$ cat config.mk
export PLATFORM = sky130hd
export DESIGN_NAME = comit_mac
export DESIGN_NICKNAME = d
export VERILOG_FILES = /design/src/comit_pkg.sv /design/src/comit_mac.sv
export SDC_FILE = /design/constraint.sdc
export NUM_CORES = 2
export LEC_CHECK = 0
export ABC_AREA = 1
export BUFFER_PORTS_ARGS = -buffer_cell sky130_fd_sc_hd__buf_4
export CAP_MARGIN = 20
export CORE_AREA = 2 2 452 454
export DETAILED_ROUTE_END_ITERATION = 8
export DIE_AREA = 0 0 454 456
export PLACE_DENSITY = 0.68
export RECOVER_POWER = 100
export SLEW_MARGIN = 20
export SYNTH_ARGS = -nofsm -noshare
export SYNTH_HDL_FRONTEND = slang
export SYNTH_SLANG_ARGS = --single-unit
$ cat constraint.sdc
create_clock -name clk_i -period 8.5 [get_ports clk_i]
set_clock_uncertainty 0.05 [all_clocks]
set_input_delay 1.7 -clock clk_i [delete_from_list [all_inputs] [get_ports clk_i]]
set_output_delay 1.7 -clock clk_i [all_outputs]
set_load 0.03 [all_outputs]
$ cat src/comit_pkg.sv
// shared constants and types for the center of mass and inertia tensor block
// no dependencies
package comit_pkg;

  // atom store size and derived widths
  localparam int unsigned MaxAtoms  = 1024;
  localparam int unsigned AddrW     = (MaxAtoms > 1) ? $clog2(MaxAtoms) : 1;
  localparam int unsigned CntW      = $clog2(MaxAtoms + 1);
  localparam int unsigned MassW     = 16;
  localparam int unsigned CoordW    = 20;
  localparam int unsigned MassSumW  = MassW + CntW;
  localparam int unsigned MProdW    = MassW + 1 + CoordW;
  localparam int unsigned CoordSumW = MProdW + CntW;
  localparam int unsigned WordW     = MassW + 3 * CoordW;

  // tensor datapath widths
  localparam int unsigned DiffW  = CoordW + 1;
  localparam int unsigned SqW    = 2 * DiffW;
  localparam int unsigned OpaW   = SqW + 2;
  localparam int unsigned OpbW   = DiffW + 1;
  localparam int unsigned ProdW  = OpaW + OpbW;
  localparam int unsigned AccW   = 64;
  localparam int unsigned NumAcc = 6;

  localparam logic [MassW-1:0] UnitMass = 16'd64;

  // multiplier step codes of the tensor unit
  typedef enum logic [3:0] {
    STEP_XX  = 4'd0,
    STEP_YY  = 4'd1,
    STEP_ZZ  = 4'd2,
    STEP_XY  = 4'd3,
    STEP_XZ  = 4'd4,
    STEP_YZ  = 4'd5,
    STEP_MXX = 4'd6,
    STEP_MYY = 4'd7,
    STEP_MZZ = 4'd8,
    STEP_MXY = 4'd9,
    STEP_MXZ = 4'd10,
    STEP_MYZ = 4'd11
  } step_e;

  // sequencer states
  typedef enum logic [6:0] {
    ST_LOAD    = 7'b0000001,
    ST_DIVGO   = 7'b0000010,
    ST_DIVWAIT = 7'b0000100,
    ST_RD      = 7'b0001000,
    ST_SUB     = 7'b0010000,
    ST_MAC     = 7'b0100000,
    ST_OUT     = 7'b1000000
  } state_e;

  typedef struct packed {
    logic start;
    logic clear;
  } mac_ctrl_t;

  typedef struct packed {
    logic done;
    logic sat_any;
  } mac_stat_t;

endpackage

$ cat src/comit_mac.sv
// shared multiplier with six saturating accumulators for the inertia tensor
// depends on comit_pkg
module comit_mac (
  input  logic                                 clk_i,
  input  logic                                 rst_ni,
  input  comit_pkg::mac_ctrl_t                 ctrl_i,
  input  logic signed [comit_pkg::DiffW-1:0]   dx_i,
  input  logic signed [comit_pkg::DiffW-1:0]   dy_i,
  input  logic signed [comit_pkg::DiffW-1:0]   dz_i,
  input  logic        [comit_pkg::MassW-1:0]   mass_i,
  output comit_pkg::mac_stat_t                 stat_o,
  output logic signed [comit_pkg::AccW-1:0]    acc_o [comit_pkg::NumAcc]
);

  logic                                busy_q;
  comit_pkg::step_e                    step_q;
  logic signed [comit_pkg::DiffW-1:0]  dx_q, dy_q, dz_q;
  logic        [comit_pkg::MassW-1:0]  m_q;
  logic signed [comit_pkg::SqW-1:0]    sq_q [comit_pkg::NumAcc];
  logic signed [comit_pkg::AccW-1:0]   prod_q;
  logic                                pend_q;
  logic [2:0]                          tag_q;
  logic signed [comit_pkg::AccW-1:0]   acc_q [comit_pkg::NumAcc];
  logic [comit_pkg::NumAcc-1:0]        sat_q;

  logic signed [comit_pkg::OpaW-1:0]   opa;
  logic signed [comit_pkg::OpbW-1:0]   opb;
  logic signed [comit_pkg::ProdW-1:0]  prod;
  logic signed [comit_pkg::AccW-1:0]   term;
  logic signed [comit_pkg::AccW:0]     sum;
  logic signed [comit_pkg::OpbW-1:0]   mext;

  assign mext = $signed({{(comit_pkg::OpbW - comit_pkg::MassW){1'b0}}, m_q});

  // operand select for the shared multiplier
  always_comb begin
    opa = '0;
    opb = '0;
    unique case (step_q)
      comit_pkg::STEP_XX:  begin opa = comit_pkg::OpaW'(dx_q); opb = comit_pkg::OpbW'(dx_q); end
      comit_pkg::STEP_YY:  begin opa = comit_pkg::OpaW'(dy_q); opb = comit_pkg::OpbW'(dy_q); end
      comit_pkg::STEP_ZZ:  begin opa = comit_pkg::OpaW'(dz_q); opb = comit_pkg::OpbW'(dz_q); end
      comit_pkg::STEP_XY:  begin opa = comit_pkg::OpaW'(dx_q); opb = comit_pkg::OpbW'(dy_q); end
      comit_pkg::STEP_XZ:  begin opa = comit_pkg::OpaW'(dx_q); opb = comit_pkg::OpbW'(dz_q); end
      comit_pkg::STEP_YZ:  begin opa = comit_pkg::OpaW'(dy_q); opb = comit_pkg::OpbW'(dz_q); end
      comit_pkg::STEP_MXX: begin
        opa = comit_pkg::OpaW'(sq_q[1]) + comit_pkg::OpaW'(sq_q[2]);
        opb = mext;
      end
      comit_pkg::STEP_MYY: begin
        opa = comit_pkg::OpaW'(sq_q[0]) + comit_pkg::OpaW'(sq_q[2]);
        opb = mext;
      end
      comit_pkg::STEP_MZZ: begin
        opa = comit_pkg::OpaW'(sq_q[0]) + comit_pkg::OpaW'(sq_q[1]);
        opb = mext;
      end
      comit_pkg::STEP_MXY: begin opa = comit_pkg::OpaW'(sq_q[3]); opb = mext; end
      comit_pkg::STEP_MXZ: begin opa = comit_pkg::OpaW'(sq_q[4]); opb = mext; end
      comit_pkg::STEP_MYZ: begin opa = comit_pkg::OpaW'(sq_q[5]); opb = mext; end
      default:             begin opa = '0; opb = '0; end
    endcase
  end

  assign prod = opa * opb;

  // step counter and pending product
  always_ff @(posedge clk_i or negedge rst_ni) begin
    if (!rst_ni) begin
      busy_q <= 1'b0;
      step_q <= comit_pkg::STEP_XX;
      pend_q <= 1'b0;
      tag_q  <= '0;
    end else begin
      pend_q <= 1'b0;
      if (ctrl_i.start && !busy_q) begin
        busy_q <= 1'b1;
        step_q <= comit_pkg::STEP_XX;
      end else if (busy_q) begin
        if (step_q >= comit_pkg::STEP_MXX) begin
          pend_q <= 1'b1;
          tag_q  <= 3'(step_q - comit_pkg::STEP_MXX);
        end
        if (step_q == comit_pkg::STEP_MYZ) begin
          busy_q <= 1'b0;
        end else begin
          step_q <= comit_pkg::step_e'(step_q + 4'd1);
        end
      end
    end
  end

  // operand and product registers
  always_ff @(posedge clk_i) begin
    if (ctrl_i.start && !busy_q) begin
      dx_q <= dx_i;
      dy_q <= dy_i;
      dz_q <= dz_i;
      m_q  <= mass_i;
    end
    if (busy_q && step_q < comit_pkg::STEP_MXX) begin
      sq_q[step_q[2:0]] <= prod[comit_pkg::SqW-1:0];
    end
    prod_q <= prod[comit_pkg::AccW-1:0];
  end

  // saturating accumulate, off-diagonal terms negated
  assign term = (tag_q >= 3'd3) ? -prod_q : prod_q;
  assign sum  = {acc_q[tag_q][comit_pkg::AccW-1], acc_q[tag_q]}
              + {term[comit_pkg::AccW-1], term};

  always_ff @(posedge clk_i or negedge rst_ni) begin
    if (!rst_ni) begin
      sat_q <= '0;
      for (int k = 0; k < comit_pkg::NumAcc; k++) acc_q[k] <= '0;
    end else if (ctrl_i.clear) begin
      sat_q <= '0;
      for (int k = 0; k < comit_pkg::NumAcc; k++) acc_q[k] <= '0;
    end else if (pend_q && !sat_q[tag_q]) begin
      if (sum[comit_pkg::AccW] != sum[comit_pkg::AccW-1]) begin
        sat_q[tag_q] <= 1'b1;
        acc_q[tag_q] <= term[comit_pkg::AccW-1] ? {1'b1, {(comit_pkg::AccW-1){1'b0}}}
                                                : {1'b0, {(comit_pkg::AccW-1){1'b1}}};
      end else begin
        acc_q[tag_q] <= sum[comit_pkg::AccW-1:0];
      end
    end
  end

  assign stat_o.done    = pend_q && (tag_q == 3'(comit_pkg::STEP_MYZ - comit_pkg::STEP_MXX));
  assign stat_o.sat_any = |sat_q;
  assign acc_o          = acc_q;

`ifndef ASSERT_OFF
  a_start_idle: assert property (@(posedge clk_i) disable iff (!rst_ni)
    ctrl_i.start |-> !busy_q) else $error("tensor unit started while busy");
  a_sat_sticky: assert property (@(posedge clk_i) disable iff (!rst_ni)
    !ctrl_i.clear |=> (($past(sat_q) & ~sat_q) == '0)) else $error("saturation flag lost");
  a_done_idle: assert property (@(posedge clk_i) disable iff (!rst_ni)
    stat_o.done |-> !busy_q) else $error("done while steps remain");
`endif

endmodule

==> load_flow_metrics.sql <==
INSERT INTO impl_metrics (metric_group, metric, value, unit) VALUES
('placed_design', 'gp_congestion', '1.01', ''),
('cts', 'clock_tree.buffer_depth', '3', ''),
('timing', 'setup_repair_after_global_routing_missed_its_margin', 'true', ''),
('cts', 'clock_tree.root_cell', 'clkbuf_16', ''),
('synthesis', 'synthesis.instances', '10700', ''),
('synthesis', 'synth_top_area_share', '21.7', '%'),
('placed_design', 'dp.final_hpwl', '282000', 'um'),
('critical_path', 'worst_ep_required_time', '8900', 'ps'),
('die', 'die_h', '456', 'um'),
('synthesis', 'most_instantiated_flip_flop_cell_in_the_synthesis_netlist', 'dfrtp_1', ''),
('timing', 'relSlewSlack', '-379', '%'),
('synthesis', 'seq_area_frac_synth', '25.1', '%'),
('synthesis', 'synthesis.yosys.warnings', '0', ''),
('global_routing', 'first_global_vias', '82200', ''),
('cts', 'clk_latency', '750', 'ps'),
('synthesis', 'count_of_different_cell_masters_after_synthesis', '67', ''),
('critical_path', 'rr_endpoint', 'sq_q[2][32]', ''),
('global_routing', 'global_route.usage.total', '33.8', '%'),
('critical_path', 'cp_data_arrival_time', '9670', 'ps'),
('synthesis', 'syn-num-nets', '12000', ''),
('die', 'floorplan.die_area', '207000', 'um^2'),
('drt', 'postRouteAntennaNets', '0', ''),
('drt', 'via_per_inst', '5.53', ''),
('synthesis', 'synth_top_area_cell', 'fa_1', ''),
('critical_path', 'timing.critical_path.mode_cell', 'fa_1', ''),
('critical_path', 'r2r_start', 'step_q[0]', ''),
('critical_path', 'worst-r2r-setup-slack', '-770', 'ps'),
('global_routing', 'grt_start_max_net_pins', '139', ''),
('drt', 'avgRoutedWirePerCell', '24.2', 'um'),
('cts', 'numCtsBuffers', '89', ''),
('min_path', 'min_path_cells', '2', ''),
('timing', 'final_min_period_over_clock_period', '109', '%'),
('placed_design', 'placement.io_buffers', '468', ''),
('cells_and_area', 'count_of_nets_after_finishing', '13400', ''),
('drt', 'dr.first_iter.drc_count', '9308', ''),
('die', 'die-width', '454', 'um'),
('synthesis', 'synth_edf_count', '331', ''),
('drt', 'routed-via-count', '82000', ''),
('min_path', 'hold_end', 'acc_o[106]', ''),
('die', 'fp.coreArea', '202000', 'um^2'),
('cts', 'cts.reportedPaths.clkPinSlew', '70', 'ps'),
('critical_path', 'timing.setup.critical_path_class', 'reg -> reg', ''),
('synthesis', 'synth.cells.most_frequent', 'nand2_1, inv_1, nand3_1', ''),
('timing', 'post-route-worst-setup-slack', '-765', 'ps'),
('timing', 'final.min_clock_period', '9270', 'ps'),
('run_status', 'outcome', 'complete, but fails checks', ''),
('drt', 'remaining_drc_errors', '0', ''),
('cells_and_area', 'drive_gt1_share', '20.4', '%'),
('synthesis', 'async_flop_share', '50.3', '%'),
('cts', 'clkSinkCount', '794', ''),
('drt', 'drt_pass_1_iters', '8', ''),
('critical_path', 'sort_of_element_at_the_end_of_the_critical_path', 'register', ''),
('job', 'max-cap-violations', '8', ''),
('critical_path', 'critical_path.startpoint_type', 'register', ''),
('critical_path', 'rr_worst_depth', '43', ''),
('min_path', 'timing.hold.worst.start', 'acc_o[106]', ''),
('timing', 'worst_slew_pin_slew', '7180', 'ps'),
('die', 'initial_core_util', '41.9', '%'),
('drt', 'totalWireLength', '358000', 'um'),
('synthesis', 'yosysMostFrequentCell', 'nand2_1', ''),
('global_routing', 'grt_remaining_overflow', '0', ''),
('min_path', 'timing.hold.worst.class', 'reg -> reg', ''),
('die', 'io_pins', '469', ''),
('cells_and_area', 'area_delta_synth_final', '23.3', '%'),
('global_routing', 'grt_first_pass_wirelength', '527000', 'um'),
('critical_path', 'crit_path_max_fanout', '7', ''),
('die', 'rows', '165', ''),
('critical_path', 'slowest_delay', '590', 'ps'),
('placed_design', 'dp_worst_setup_slack', '-1570', 'ps'),
('critical_path', 'timing.critical_path.slowest_stage_cell', 'fa_1', ''),
('timing', 'report.final.hold_viol_count', '0', ''),
('timing', 'peak_freq', '108', 'MHz'),
('timing', 'max_slew_vio_count', '540', ''),
('cts', 'cts-htree-levels', '3', ''),
('global_routing', 'initial_antenna_violation_count', '19', ''),
('synthesis', 'netlist_area', '84600', 'um^2'),
('timing', 'setup_viol_count_final', '218', ''),
('cts', 'cts_tree', 'done', ''),
('run_status', 'failed_checks', 'capacitance limit, slew limit, setup timing', ''),
('synthesis', 'synth_seq_cells', '794', ''),
('synthesis', 'post_synth_main_area_contributors', 'fa_1, nand2_1, dfrtp_1, edfxtp_1, inv_1', ''),
('synthesis', 'postSynthAreaPerCell', '7.89', 'um^2');
[cell usage in the layout, fill, tap and decap left out, types with 64 or more instances in the layout]
cell type and instances:
dfrtp_1 397, inv_2 76, nor2_1 635, nor3_1 103
ha_1 274, o21ai_0 156, nand2_2 73, nand3_2 338
nand3_1 896, buf_12 105, clkbuf_16 94, nand4_1 68
dfxtp_1 64, inv_1 1759, xor2_1 102, nand2_1 2764
clkbuf_1 415, clkbuf_4 78, a21oi_1 294, fa_1 882
buf_4 1131, edfxtp_1 331, o22ai_1 133
[kinds of logic after synthesis]
family	count (synthesis)	share of synthesized area [%]
multiplexers	41	0.546
flip-flops	794	25.1
buffers and inverters	2356	11.7
XOR/XNOR	154	1.60
AO/OA/AOI/OAI	981	6.90
AND/OR/NAND/NOR	5135	27.5
adder cells (fa/ha/maj)	1251	26.7
[per-layer routing]
metal,vias up,global-route usage [%],part of all wire (%)
met4,16,17.4,6.5
met5,-,0.396,0.068
met1,39900,43.1,38
met3,1018,7.25,9.9
li1,36400,-,-
met2,4649,53.9,45
[final cells by class]
cell class | instances | area (um^2)
diodes | 10 | 25.0
multi-input cells | 7562 | 56300
clock buffers | 108 | 2360
fillers | 19200 | 97400
clock inverters | 59 | 746
repair buffers | 1760 | 13300
inverters | 1846 | 6940
flip-flops and latches | 794 | 21200
well taps | 2672 | 3340
[flip-flops by register name (all words and copies together), names as in the netlist, 3 cells and up]
| signal | cells |
|---|---|
| acc_o | 384 |
| prod_q | 64 |
| step_q | 4 |
| sat_q | 6 |
| m_q | 16 |
| sq_q | 252 |
| dy_q | 21 |
| dx_q | 21 |
| tag_q | 3 |
| dz_q | 21 |
[critical path: cells and delay by family, from the launching register on]
family                   cells  cell delay (ps)
AO/OA/AOI/OAI                4              780
AND/OR/NAND/NOR             16             1500
buffers and inverters       11             1320
XOR/XNOR                     1              120
multiplexers                 1              320
flip-flops                   1              410
adder cells (fa/ha/maj)     10             4480
[what timing repair did]
item | 4_1_cts | 5_1_grt
gates cloned | 2 | 2
setup endpoints to repair | 218 | 237
buffers inserted | 68 | 27
resized for setup | 440 | 253
endpoints found under the hold margin | 0 | 0
pin swaps | 139 | 105
hold buffers | 0 | 0
[worst max-delay path by stage]
stage                   start     endpoint  slack, ps  depth (start not counted)
floorplan           step_q[0]  sq_q[0][37]          3                         44
global placement    step_q[0]   prod_q[49]      -1410                         44
detailed placement  step_q[0]   prod_q[49]      -1570                         41
CTS                 step_q[0]  sq_q[1][37]       -660                         40
global route        step_q[0]  sq_q[2][32]      -1010                         45
finish              step_q[0]  sq_q[2][32]       -770                         43
[metrics by stage]
stage          setup TNS (ps)  cells  hold WS [ps]  area [um^2]  utilization (%)
2_1_floorplan               0  10700           426        84600                -
3_3_place_gp          -221370  14500           442        99000             49.1
3_5_place_dp          -221870  14500           442        99000             49.1
4_1_cts                -91980  14800           459       105000             51.9
5_1_grt               -242160  14800           476       104000             51.7
6_report              -115100  14800           460       104000             51.7
Power is not shown: default switching activity piles up to over one toggle a cycle in this logic, so the estimate is an artifact.
