[src/comit_pkg.sv]
// shared constants and types for the center of mass and inertia tensor block
// no dependencies
package comit_pkg;

  // atom store size and derived widths
  localparam int unsigned MaxAtoms  = 1024;
  localparam int unsigned AddrW     = (MaxAtoms > 1) ? $clog2(MaxAtoms) : 1;
  localparam int unsigned CntW      = $clog2(MaxAtoms + 1);
  localparam int unsigned MassW     = 16;
  localparam int unsigned CoordW    = 20;
  localparam int unsigned MassSumW  = MassW + CntW;
  localparam int unsigned MProdW    = MassW + 1 + CoordW;
  localparam int unsigned CoordSumW = MProdW + CntW;
  localparam int unsigned WordW     = MassW + 3 * CoordW;

  // tensor datapath widths
  localparam int unsigned DiffW  = CoordW + 1;
  localparam int unsigned SqW    = 2 * DiffW;
  localparam int unsigned OpaW   = SqW + 2;
  localparam int unsigned OpbW   = DiffW + 1;
  localparam int unsigned ProdW  = OpaW + OpbW;
  localparam int unsigned AccW   = 64;
  localparam int unsigned NumAcc = 6;

  localparam logic [MassW-1:0] UnitMass = 16'd64;

  // multiplier step codes of the tensor unit
  typedef enum logic [3:0] {
    STEP_XX  = 4'd0,
    STEP_YY  = 4'd1,
    STEP_ZZ  = 4'd2,
    STEP_XY  = 4'd3,
    STEP_XZ  = 4'd4,
    STEP_YZ  = 4'd5,
    STEP_MXX = 4'd6,
    STEP_MYY = 4'd7,
    STEP_MZZ = 4'd8,
    STEP_MXY = 4'd9,
    STEP_MXZ = 4'd10,
    STEP_MYZ = 4'd11
  } step_e;

  // sequencer states
  typedef enum logic [6:0] {
    ST_LOAD    = 7'b0000001,
    ST_DIVGO   = 7'b0000010,
    ST_DIVWAIT = 7'b0000100,
    ST_RD      = 7'b0001000,
    ST_SUB     = 7'b0010000,
    ST_MAC     = 7'b0100000,
    ST_OUT     = 7'b1000000
  } state_e;

  typedef struct packed {
    logic start;
    logic clear;
  } mac_ctrl_t;

  typedef struct packed {
    logic done;
    logic sat_any;
  } mac_stat_t;

endpackage

[src/comit_div.sv]
// radix-2 restoring divider: rounded signed quotient of a weighted sum by total mass
// depends on comit_pkg
module comit_div (
  input  logic                                   clk_i,
  input  logic                                   rst_ni,
  input  logic                                   start_i,
  input  logic signed [comit_pkg::CoordSumW-1:0] num_i,
  input  logic        [comit_pkg::MassSumW-1:0]  den_i,
  output logic                                   done_o,
  output logic signed [comit_pkg::CoordW-1:0]    quot_o
);

  localparam int unsigned NW   = comit_pkg::CoordSumW + 2;
  localparam int unsigned DW   = comit_pkg::MassSumW + 1;
  localparam int unsigned RemW = comit_pkg::MassSumW + 2;
  localparam int unsigned CW   = $clog2(NW);

  logic            busy_q, busy_d;
  logic            done_q, done_d;
  logic [CW-1:0]   cnt_q, cnt_d;
  logic [NW-1:0]   nq_q, nq_d;
  logic [RemW-1:0] rem_q, rem_d;
  logic [DW-1:0]   d_q, d_d;
  logic            neg_q, neg_d;

  logic [comit_pkg::CoordSumW-1:0] mag;
  logic [RemW-1:0]                 shifted;
  logic                            ge;
  logic [comit_pkg::CoordW:0]      qmag;
  logic [comit_pkg::CoordW:0]      qsgn;

  // magnitude of the numerator, then n = 2|num| + den, d = 2 den
  assign mag     = num_i[comit_pkg::CoordSumW-1] ? comit_pkg::CoordSumW'(-num_i)
                                                  : comit_pkg::CoordSumW'(num_i);
  assign shifted = {rem_q[RemW-2:0], nq_q[NW-1]};
  assign ge      = (shifted >= {1'b0, d_q});

  always_comb begin
    busy_d = busy_q;
    done_d = 1'b0;
    cnt_d  = cnt_q;
    nq_d   = nq_q;
    rem_d  = rem_q;
    d_d    = d_q;
    neg_d  = neg_q;
    if (start_i && !busy_q) begin
      busy_d = 1'b1;
      cnt_d  = '0;
      nq_d   = {1'b0, mag, 1'b0} + {{(NW - comit_pkg::MassSumW){1'b0}}, den_i};
      rem_d  = '0;
      d_d    = {den_i, 1'b0};
      neg_d  = num_i[comit_pkg::CoordSumW-1];
    end else if (busy_q) begin
      // one quotient bit per cycle
      rem_d = ge ? RemW'(shifted - {1'b0, d_q}) : shifted;
      nq_d  = {nq_q[NW-2:0], ge};
      cnt_d = CW'(cnt_q + 1'b1);
      if (cnt_q == CW'(NW - 1)) begin
        busy_d = 1'b0;
        done_d = 1'b1;
      end
    end
  end

  always_ff @(posedge clk_i or negedge rst_ni) begin
    if (!rst_ni) begin
      busy_q <= 1'b0;
      done_q <= 1'b0;
      cnt_q  <= '0;
    end else begin
      busy_q <= busy_d;
      done_q <= done_d;
      cnt_q  <= cnt_d;
    end
  end

  always_ff @(posedge clk_i) begin
    nq_q  <= nq_d;
    rem_q <= rem_d;
    d_q   <= d_d;
    neg_q <= neg_d;
  end

  // quotient fits the coordinate range, apply the sign
  assign qmag   = nq_q[comit_pkg::CoordW:0];
  assign qsgn   = neg_q ? (comit_pkg::CoordW + 1)'(-qmag) : qmag;
  assign quot_o = qsgn[comit_pkg::CoordW-1:0];
  assign done_o = done_q;

endmodule

[config.mk]
export PLATFORM = sky130hd
export DESIGN_NAME = comit_div
export DESIGN_NICKNAME = d
export VERILOG_FILES = /design/src/comit_pkg.sv /design/src/comit_div.sv
export SDC_FILE = /design/constraint.sdc
export NUM_CORES = 1
export LEC_CHECK = 0
export ABC_AREA = 1
export BUFFER_PORTS_ARGS = -buffer_cell sky130_fd_sc_hd__buf_4
export CORE_MARGIN = 2
export CORE_UTILIZATION = 30
export DETAILED_ROUTE_END_ITERATION = 7
export GPL_TIMING_DRIVEN = 0
export PLACE_DENSITY = 0.42
export SYNTH_ARGS = -nofsm -noshare
export SYNTH_HDL_FRONTEND = slang
export SYNTH_SLANG_ARGS = --single-unit
[constraint.sdc]
create_clock -name clk_i -period 3.3 [get_ports clk_i]
set_clock_uncertainty 0.1 [all_clocks]
set_input_delay 0.165 -clock clk_i [delete_from_list [all_inputs] [get_ports clk_i]]
set_output_delay 0.165 -clock clk_i [all_outputs]
set_load 0.01 [all_outputs]
==> results.ini, run 1 <==
[status]
outcome=finished, final reports clean

[global_routing]
grt_overflow=0
grt_max_degree=40
antenna_found_initial=0
grt_pass1_wl_mm=56.7
grt_pass1_vias=10200
track_usage_pct=20.9

[cts]
clk_latency_ps=440
cts_tree=done
clockBufferDepth=2
clkTransAtPathRegs_ps=60
numCtsBuffers=17
numClockSinks=114
ctsRootBufferMaster=clkbuf_16
htree_levels=4

[placed_design]
placed_area_um2=11500
portBuffers=98
gp_congestion=0.902
dp_hpwl_mm=29.9

[worst_setup_path]
r2r_end=nq_q[0]
rr_worst_depth=13
path_cells=buf_4 -> nor2_1 -> nand2_2 -> inv_1 -> nand4_1 -> o21ai_1 -> xnor2_1 -> ha_1 -> a21oi_1 -> o21ai_0 -> a21oi_1 -> o211ai_1 -> buf_4 -> nand2_1 -> nor2_4 -> or2_1 -> nand3_1 -> nand2_1
crit_type=input pin to register
critPathMaxFanout=6
worstPathRequired_ps=3380
r2r_start=rem_q[0]
endpoint=nq_q[39]
critPathMaxStageDelay_ps=410
crit_arrival_ps=3200
slowest_stage=o21ai_1
crit_start=num_i[2]
critPathCaptureType=register
crit_path_start_kind=input pin
rrSetupSlack_ps=330

[sta]
max_slew_margin_pct=37.8
max_clock_freq_ghz=0.320
fin_crit_ps=3120
tightest_slew_ps=933
period_share_pct=94.6
maxSlewViolCount=0
setup-violations-final=0
hold_viol_final=0

[drt]
wl_met1_mm=16.0
drt_iter0_markers=611
ant_nets=0
routed.top_layer=met4
wl_per_cell_um=17.7
met3_length_mm=1.10
drt_wl_total_mm=36.5
drt_pre_antenna_iters=8
drc=0
vias=10000
vias_per_cell=4.85
met2_length_mm=18.3

[floorplanning]
die_h_um=188
ioPinCount=99
start_util_pct=30.4
core_area_um2=33500
die_w_um=188
die_area_um2=35500
rows=67

[hold_path]
hp-start=start_i
hp-class=input pin to register

[logic_synthesis]
synth.top_cell.area_share_pct=22.9
syn_inst=1455
yosysTopAreaCell=edfxtp_1
ys_seq_elements=114
synth_edf_count=78
synth.area.top_cells=edfxtp_1 (23%), nand2_1 (14%), ha_1 (7.0%)
seq_area_frac_synth_pct=30.4
async_reset_ff_share_pct=7.02
ys_warn_count=0
avgSynthCellArea_um2=7.02
yosys_most_used_dff=edfxtp_1
synth_area_um2=10200
synth_cell_types=50
synth_nets=1592

[pwr]
vdd_drop_max_uv=390
p_per_area_nw_per_um2=681
finalPower_mw=8.54
p_leak_nw=5.67

[final_layout]
drive_gt1_share_pct=15.9
n_antenna_cell=0
fin_nets=1745
fin_area_um2=12500
syn_to_final_growth_pct=22.8
n_fill_cell=3680

[flow_run]
cap_viol_max_count=0

==> layout by cell type, fill, tap and decap left out, types with 15 or more instances in the layout <==
master and instances:
inv_1 147, buf_4 106, dfxtp_1 28, edfxtp_1 78, nor2_2 19, o21ai_0 99, o21ai_1 15, nand2_1 393
clkbuf_16 17, nand2_2 19, dlygate4sd3_1 31, xor2_1 44, xnor2_1 39, nand2_4 17, nor2_1 137, nand4_1 24
ha_1 54, a21oi_1 85, nand3_1 101
==> sequential cells by signal, indices dropped and copies added, names as in the netlist <==
| name | flops |
|---|---|
| nq_q | 50 |
| done_o | 1 |
| busy_q | 1 |
| rem_q | 28 |
| neg_q | 1 |
| d_q | 27 |
| cnt_q | 6 |
==> critical path, delay by kind of cell <==
kind | cells | cell delay [ps]
compound gates | 5 | 1070
xor+xnor | 1 | 210
fa+ha+maj | 1 | 340
buf+inv | 3 | 450
simple gates | 8 | 970
==> power by group <==
group          internal, mW  switching, mW
clock network          1.10          0.731
registers              2.21          0.386
logic                  1.61           2.50
total                  4.93           3.62
==> per-layer routing <==
metal  track usage (%)  vias up
met5                 0        -
met4              7.87        0
met3              2.78       61
met2              37.8      198
met1              25.2     4645
li1                  -     5136
==> final cells by class <==
type	instances	area, µm²	share of cell area (%)
Multi-Input combinational cell	1162	6490	51.7
Sequential cell	114	3100	24.7
Timing Repair Buffer	134	1090	8.72
Inverter	152	574	4.58
Tap cell	448	561	4.47
Clock buffer	17	425	3.39
Buffer	27	154	1.23
Clock inverter	15	141	1.13
==> synthesized netlist by cell type (11+ instances only) <==
master and instances:
nor3_1 12, nand2_2 20, a21oi_1 91, dfxtp_1 28, nand3_2 13, nand2_1 393
o21ai_1 14, edfxtp_1 78, nand3_1 103, nand4_1 24, a21o_1 11, clkbuf_1 14
xnor2_1 39, o21ai_0 101, nor2_1 141, xor2_1 47, ha_1 57, inv_1 149
nand2_4 16, nor2_4 12, nor2_2 15
==> how the worst min path moves through the flow <==
stage | endpoint | cells after the start
2_1_floorplan | busy_q | 0
3_3_place_gp | done_o | 1
3_5_place_dp | done_o | 1
4_1_cts | rem_q[2] | 4
5_1_grt | rem_q[2] | 4
6_report | rem_q[2] | 4
==> through the flow <==
stage	std cells	setup slack (ps)	setup TNS, ps	hold slack, ps	utilization [%]
global route	2069	-7.84	-7.84	140	37.4
floorplan	1455	372	0	-231	-
detailed placement	2002	-584	-11800	-111	34.4
finish	2069	179	0	108	37.4
global placement	2001	-599	-17970	-109	34.3
CTS	2064	42.2	0	127	37.0
==> timing repair <==
item | in CTS | in global routing
gates resized for setup | 1 | 30
pin swaps | 0 | 4
hold endpoints to repair | 36 | 0
setup buffers | 0 | 5
hold buffers | 30 | 0
setup endpoints to repair | 7 | 18
==> kinds of logic after synthesis <==
| kind of cell | after synthesis | share of synthesized area, % |
|---|---|---|
| AND/OR/NAND/NOR | 774 | 35.0 |
| AO/OA/AOI/OAI | 243 | 12.9 |
| buffers and inverters | 179 | 7.00 |
| flip-flops | 114 | 30.4 |
| XOR/XNOR | 86 | 7.38 |
| adder cells (fa/ha/maj) | 59 | 7.38 |
Note: power is estimated with default switching activity, not from simulation.
==> run 2, diff against run 1 <==
- ABC_AREA: 1 -> not set
- CELL_PAD_IN_SITES_DETAIL_PLACEMENT: not set -> 0
- CELL_PAD_IN_SITES_GLOBAL_PLACEMENT: not set -> 1
- PLACE_DENSITY: 0.42 -> 0.53
==> results.ini, run 2 <==
[logic_synthesis]
ys_seq_elements=114  ; unchanged
yosys_most_used_dff=edfxtp_1
synth_area_um2=9270  ; -9.2%
avgSynthCellArea_um2=8.67  ; +24%
syn_inst=1070  ; -26%
yosysTopAreaCell=edfxtp_1
synth.area.top_cells=edfxtp_1 (25%), ha_1 (7.7%), xnor2_1 (7.4%)
synth_cell_types=76  ; +52%
synth_nets=1207  ; -24%
synth_most_common_cell=nand2_1
async_reset_ff_share_pct=7.02  ; unchanged
seq_area_frac_synth_pct=33.5  ; +3.1 points
ys_warn_count=0  ; unchanged
synth_edf_count=78  ; unchanged
synth.top_cells.by_count=nand2_1 (138), o21ai_0 (104), edfxtp_1 (78), xnor2_1 (78), nor2_1 (64)
synth.top_cell.area_share_pct=25.3  ; +2.3 points

[cts]
ctsRootBufferMaster=clkbuf_16
cts_tree=done
clockBufferDepth=2  ; unchanged
clkTransAtPathRegs_ps=70  ; about the same
htree_levels=4  ; unchanged
clk_latency_ps=430  ; about the same
numCtsBuffers=17  ; unchanged
numClockSinks=114  ; unchanged

[pwr]
p_per_area_nw_per_um2=721  ; +5.8%
clockPowerShare_pct=22.1  ; +0.7 points
vdd_drop_max_uv=369  ; -5.5%
p_leak_nw=5.04  ; -11%
comb_power_share_pct=48.3  ; +0.2 points
internal_power_mw=5.54  ; +12%
p_seq_share_pct=29.6  ; -0.8 points
swShare_pct=39.4  ; -3.0 points
p_sw_mw=3.59  ; -0.58%

[final_layout]
largest_registers=nq_q: 50 flops, rem_q: 28 flops, d_q: 27 flops
regMostFlops=nq_q
fin_nets=1401  ; -20%
largest_register_ffs=50  ; unchanged
final_common_cell=buf_4
syn_to_final_growth_pct=36.7
final_cell_mix=buf_4 (138), nand2_1 (132), edfxtp_1 (78), xnor2_1 (75), o21ai_0 (75)
final_cells=1673  ; -19%
n_antenna_cell=0  ; unchanged
fin_area_um2=12700  ; +1.1%
drive_gt1_share_pct=25.1  ; +9.1 points
n_fill_cell=3111  ; -15%

[worst_setup_path]
crit_path_start_kind=input pin
rr_worst_depth=13  ; unchanged
crit_type=input pin to register
critPathCaptureType=register
crit_arrival_ps=4000  ; +800 ps
crit_start=num_i[8]
worstPathRequired_ps=3350  ; -30 ps
r2r_end=rem_q[16]
r2r_start=d_q[19]
critPathMaxFanout=5  ; -1
endpoint=nq_q[35]
rrSetupSlack_ps=190  ; -140 ps

[sta]
holdWs_ps=45.1  ; -62.8 ps
period_share_pct=120  ; +25 points
rsz0062_at_grt=true
max_clock_freq_ghz=0.253  ; -21%
setup_ws_ps=-649  ; -828 ps
maxSlewViolCount=0  ; unchanged
max_slew_margin_pct=37.0  ; -0.78 points
fin_crit_ps=3950  ; +828 ps
hold_viol_final=0  ; unchanged
setup-violations-final=31  ; +31
tightest_slew_ps=936  ; +3.94 ps

[placed_design]
placed_area_um2=10700  ; -7.3%
placed_cells=1565  ; -22%
portBuffers=97  ; -1.0%
gp_congestion=0.820  ; -9.1%
dp_hpwl_mm=25.6  ; -15%
place_ws_ps=-2180  ; -1600 ps

[floorplanning]
start_util_pct=30.4  ; -0.047 points
die_h_um=180  ; -4.6%
core_area_um2=30500  ; -9.0%
die_w_um=180  ; -4.6%
die_area_um2=32300  ; -9.0%
rows=64  ; -4.5%
ioPinCount=99  ; unchanged

[global_routing]
grt_overflow=0  ; unchanged
grt_max_degree=28  ; -30%
track_usage_pct=20.4  ; -0.58 points
grt_pass1_vias=8716  ; -14%
antenna_found_initial=0  ; unchanged
grt_pass1_wl_mm=50.9  ; -10%

[drt]
vias_per_cell=5.24  ; +8.0%
drt_pre_antenna_iters=5  ; -3
wl_per_cell_um=20.1  ; +14%
drt_wl_total_mm=33.6  ; -8.1%
ant_nets=0  ; unchanged
vias=8767  ; -13%
drc=0  ; unchanged
drt_iter0_markers=439  ; -28%

[status]
violations=negative setup slack
outcome=finished, violations left

[flow_run]
cap_viol_max_count=0  ; unchanged

[hold_path]
hp-class=input pin to register

[run 2: cell type report]
| cell class | instances | area (µm²) | share of cell area [%] |
|---|---|---|---|
| sequential | 114 | 3100 | 24.5 |
| timing repair buffer | 180 | 1540 | 12.1 |
| clock inverter | 15 | 195 | 1.54 |
| inverter | 56 | 210 | 1.66 |
| tap | 396 | 495 | 3.91 |
| clock buffer | 17 | 425 | 3.36 |
| buffer | 33 | 204 | 1.61 |
| multi-input combinational | 862 | 6500 | 51.3 |
[run 2: kinds of logic (layout without fill, tap and decap cells)]
| family | count (synthesis) | count (layout) | synth area share [%] |
|---|---|---|---|
| AND/OR/NAND/NOR | 368 | 368 | 20.2 |
| adder cells (fa/ha/maj) | 59 | 59 | 8.12 |
| XOR/XNOR | 115 | 115 | 10.9 |
| multiplexers | 16 | 16 | 1.73 |
| buffers and inverters | 94 | 301 | 3.98 |
| AO/OA/AOI/OAI | 304 | 304 | 21.7 |
| flip-flops | 114 | 114 | 33.5 |
[run 2: routing by layer]
| metal | track usage [%] | wire length, µm | part of all wire, % |
|---|---|---|---|
| met2 | 36.3 | 17000 | 51 |
| met4 | 5.92 | 656 | 2.0 |
| met1 | 25.1 | 15000 | 45 |
| met5 | 0 | 0 | 0 |
| met3 | 3.42 | 862 | 2.6 |
[run 2: through the flow]
| stage | power (mW) | setup TNS [ps] | utilization, % |
|---|---|---|---|
| floorplan | 5.36 | -17120 | - |
| global placement | 6.60 | -91230 | 34.8 |
| detailed placement | 6.62 | -75890 | 35.0 |
| CTS | 9.01 | -14370 | 40.2 |
| global route | 9.80 | -18170 | 41.5 |
| finish | 9.13 | -14120 | 41.5 |
[run 2: worst max-delay path: stages]
cell and delay [ps]:
buf_8 100, or4_4 530, or4_4 530, nand2b_4 220
o41ai_4 310, xnor2_1 190, ha_2 320, nor2b_4 130
o22ai_2 130, or4b_4 520, a311oi_4 230, buf_6 180
buf_12 130, nor4_4 50, xor2_1 160, o21ai_1 90
[run 2: repair_timing]
| action | 4_1_cts | 5_1_grt |
|---|---|---|
| gates cloned | 2 | 1 |
| pin swaps | 38 | 22 |
| setup buffers | 28 | 21 |
| setup endpoints to repair | 70 | 64 |
| hold buffers | 31 | 0 |
| hold endpoints to repair | 39 | 0 |
| resized for setup | 95 | 64 |
[run 2: worst min path at each step]
stage	start	end	depth (start not counted)
global placement	rst_ni	cnt_q[4]	1
global route	den_i[1]	nq_q[1]	4
CTS	den_i[1]	nq_q[1]	4
floorplan	rst_ni	busy_q	0
detailed placement	rst_ni	cnt_q[4]	1
finish	den_i[1]	nq_q[1]	4
[run 2: power by group through the flow]
stage	sequential, mW	combinational [mW]	clock, mW
floorplan	2.56	2.80	0
global placement	2.71	3.89	0
detailed placement	2.70	3.92	0
CTS	2.69	4.26	2.06
global route	2.78	4.91	2.11
finish	2.70	4.41	2.02
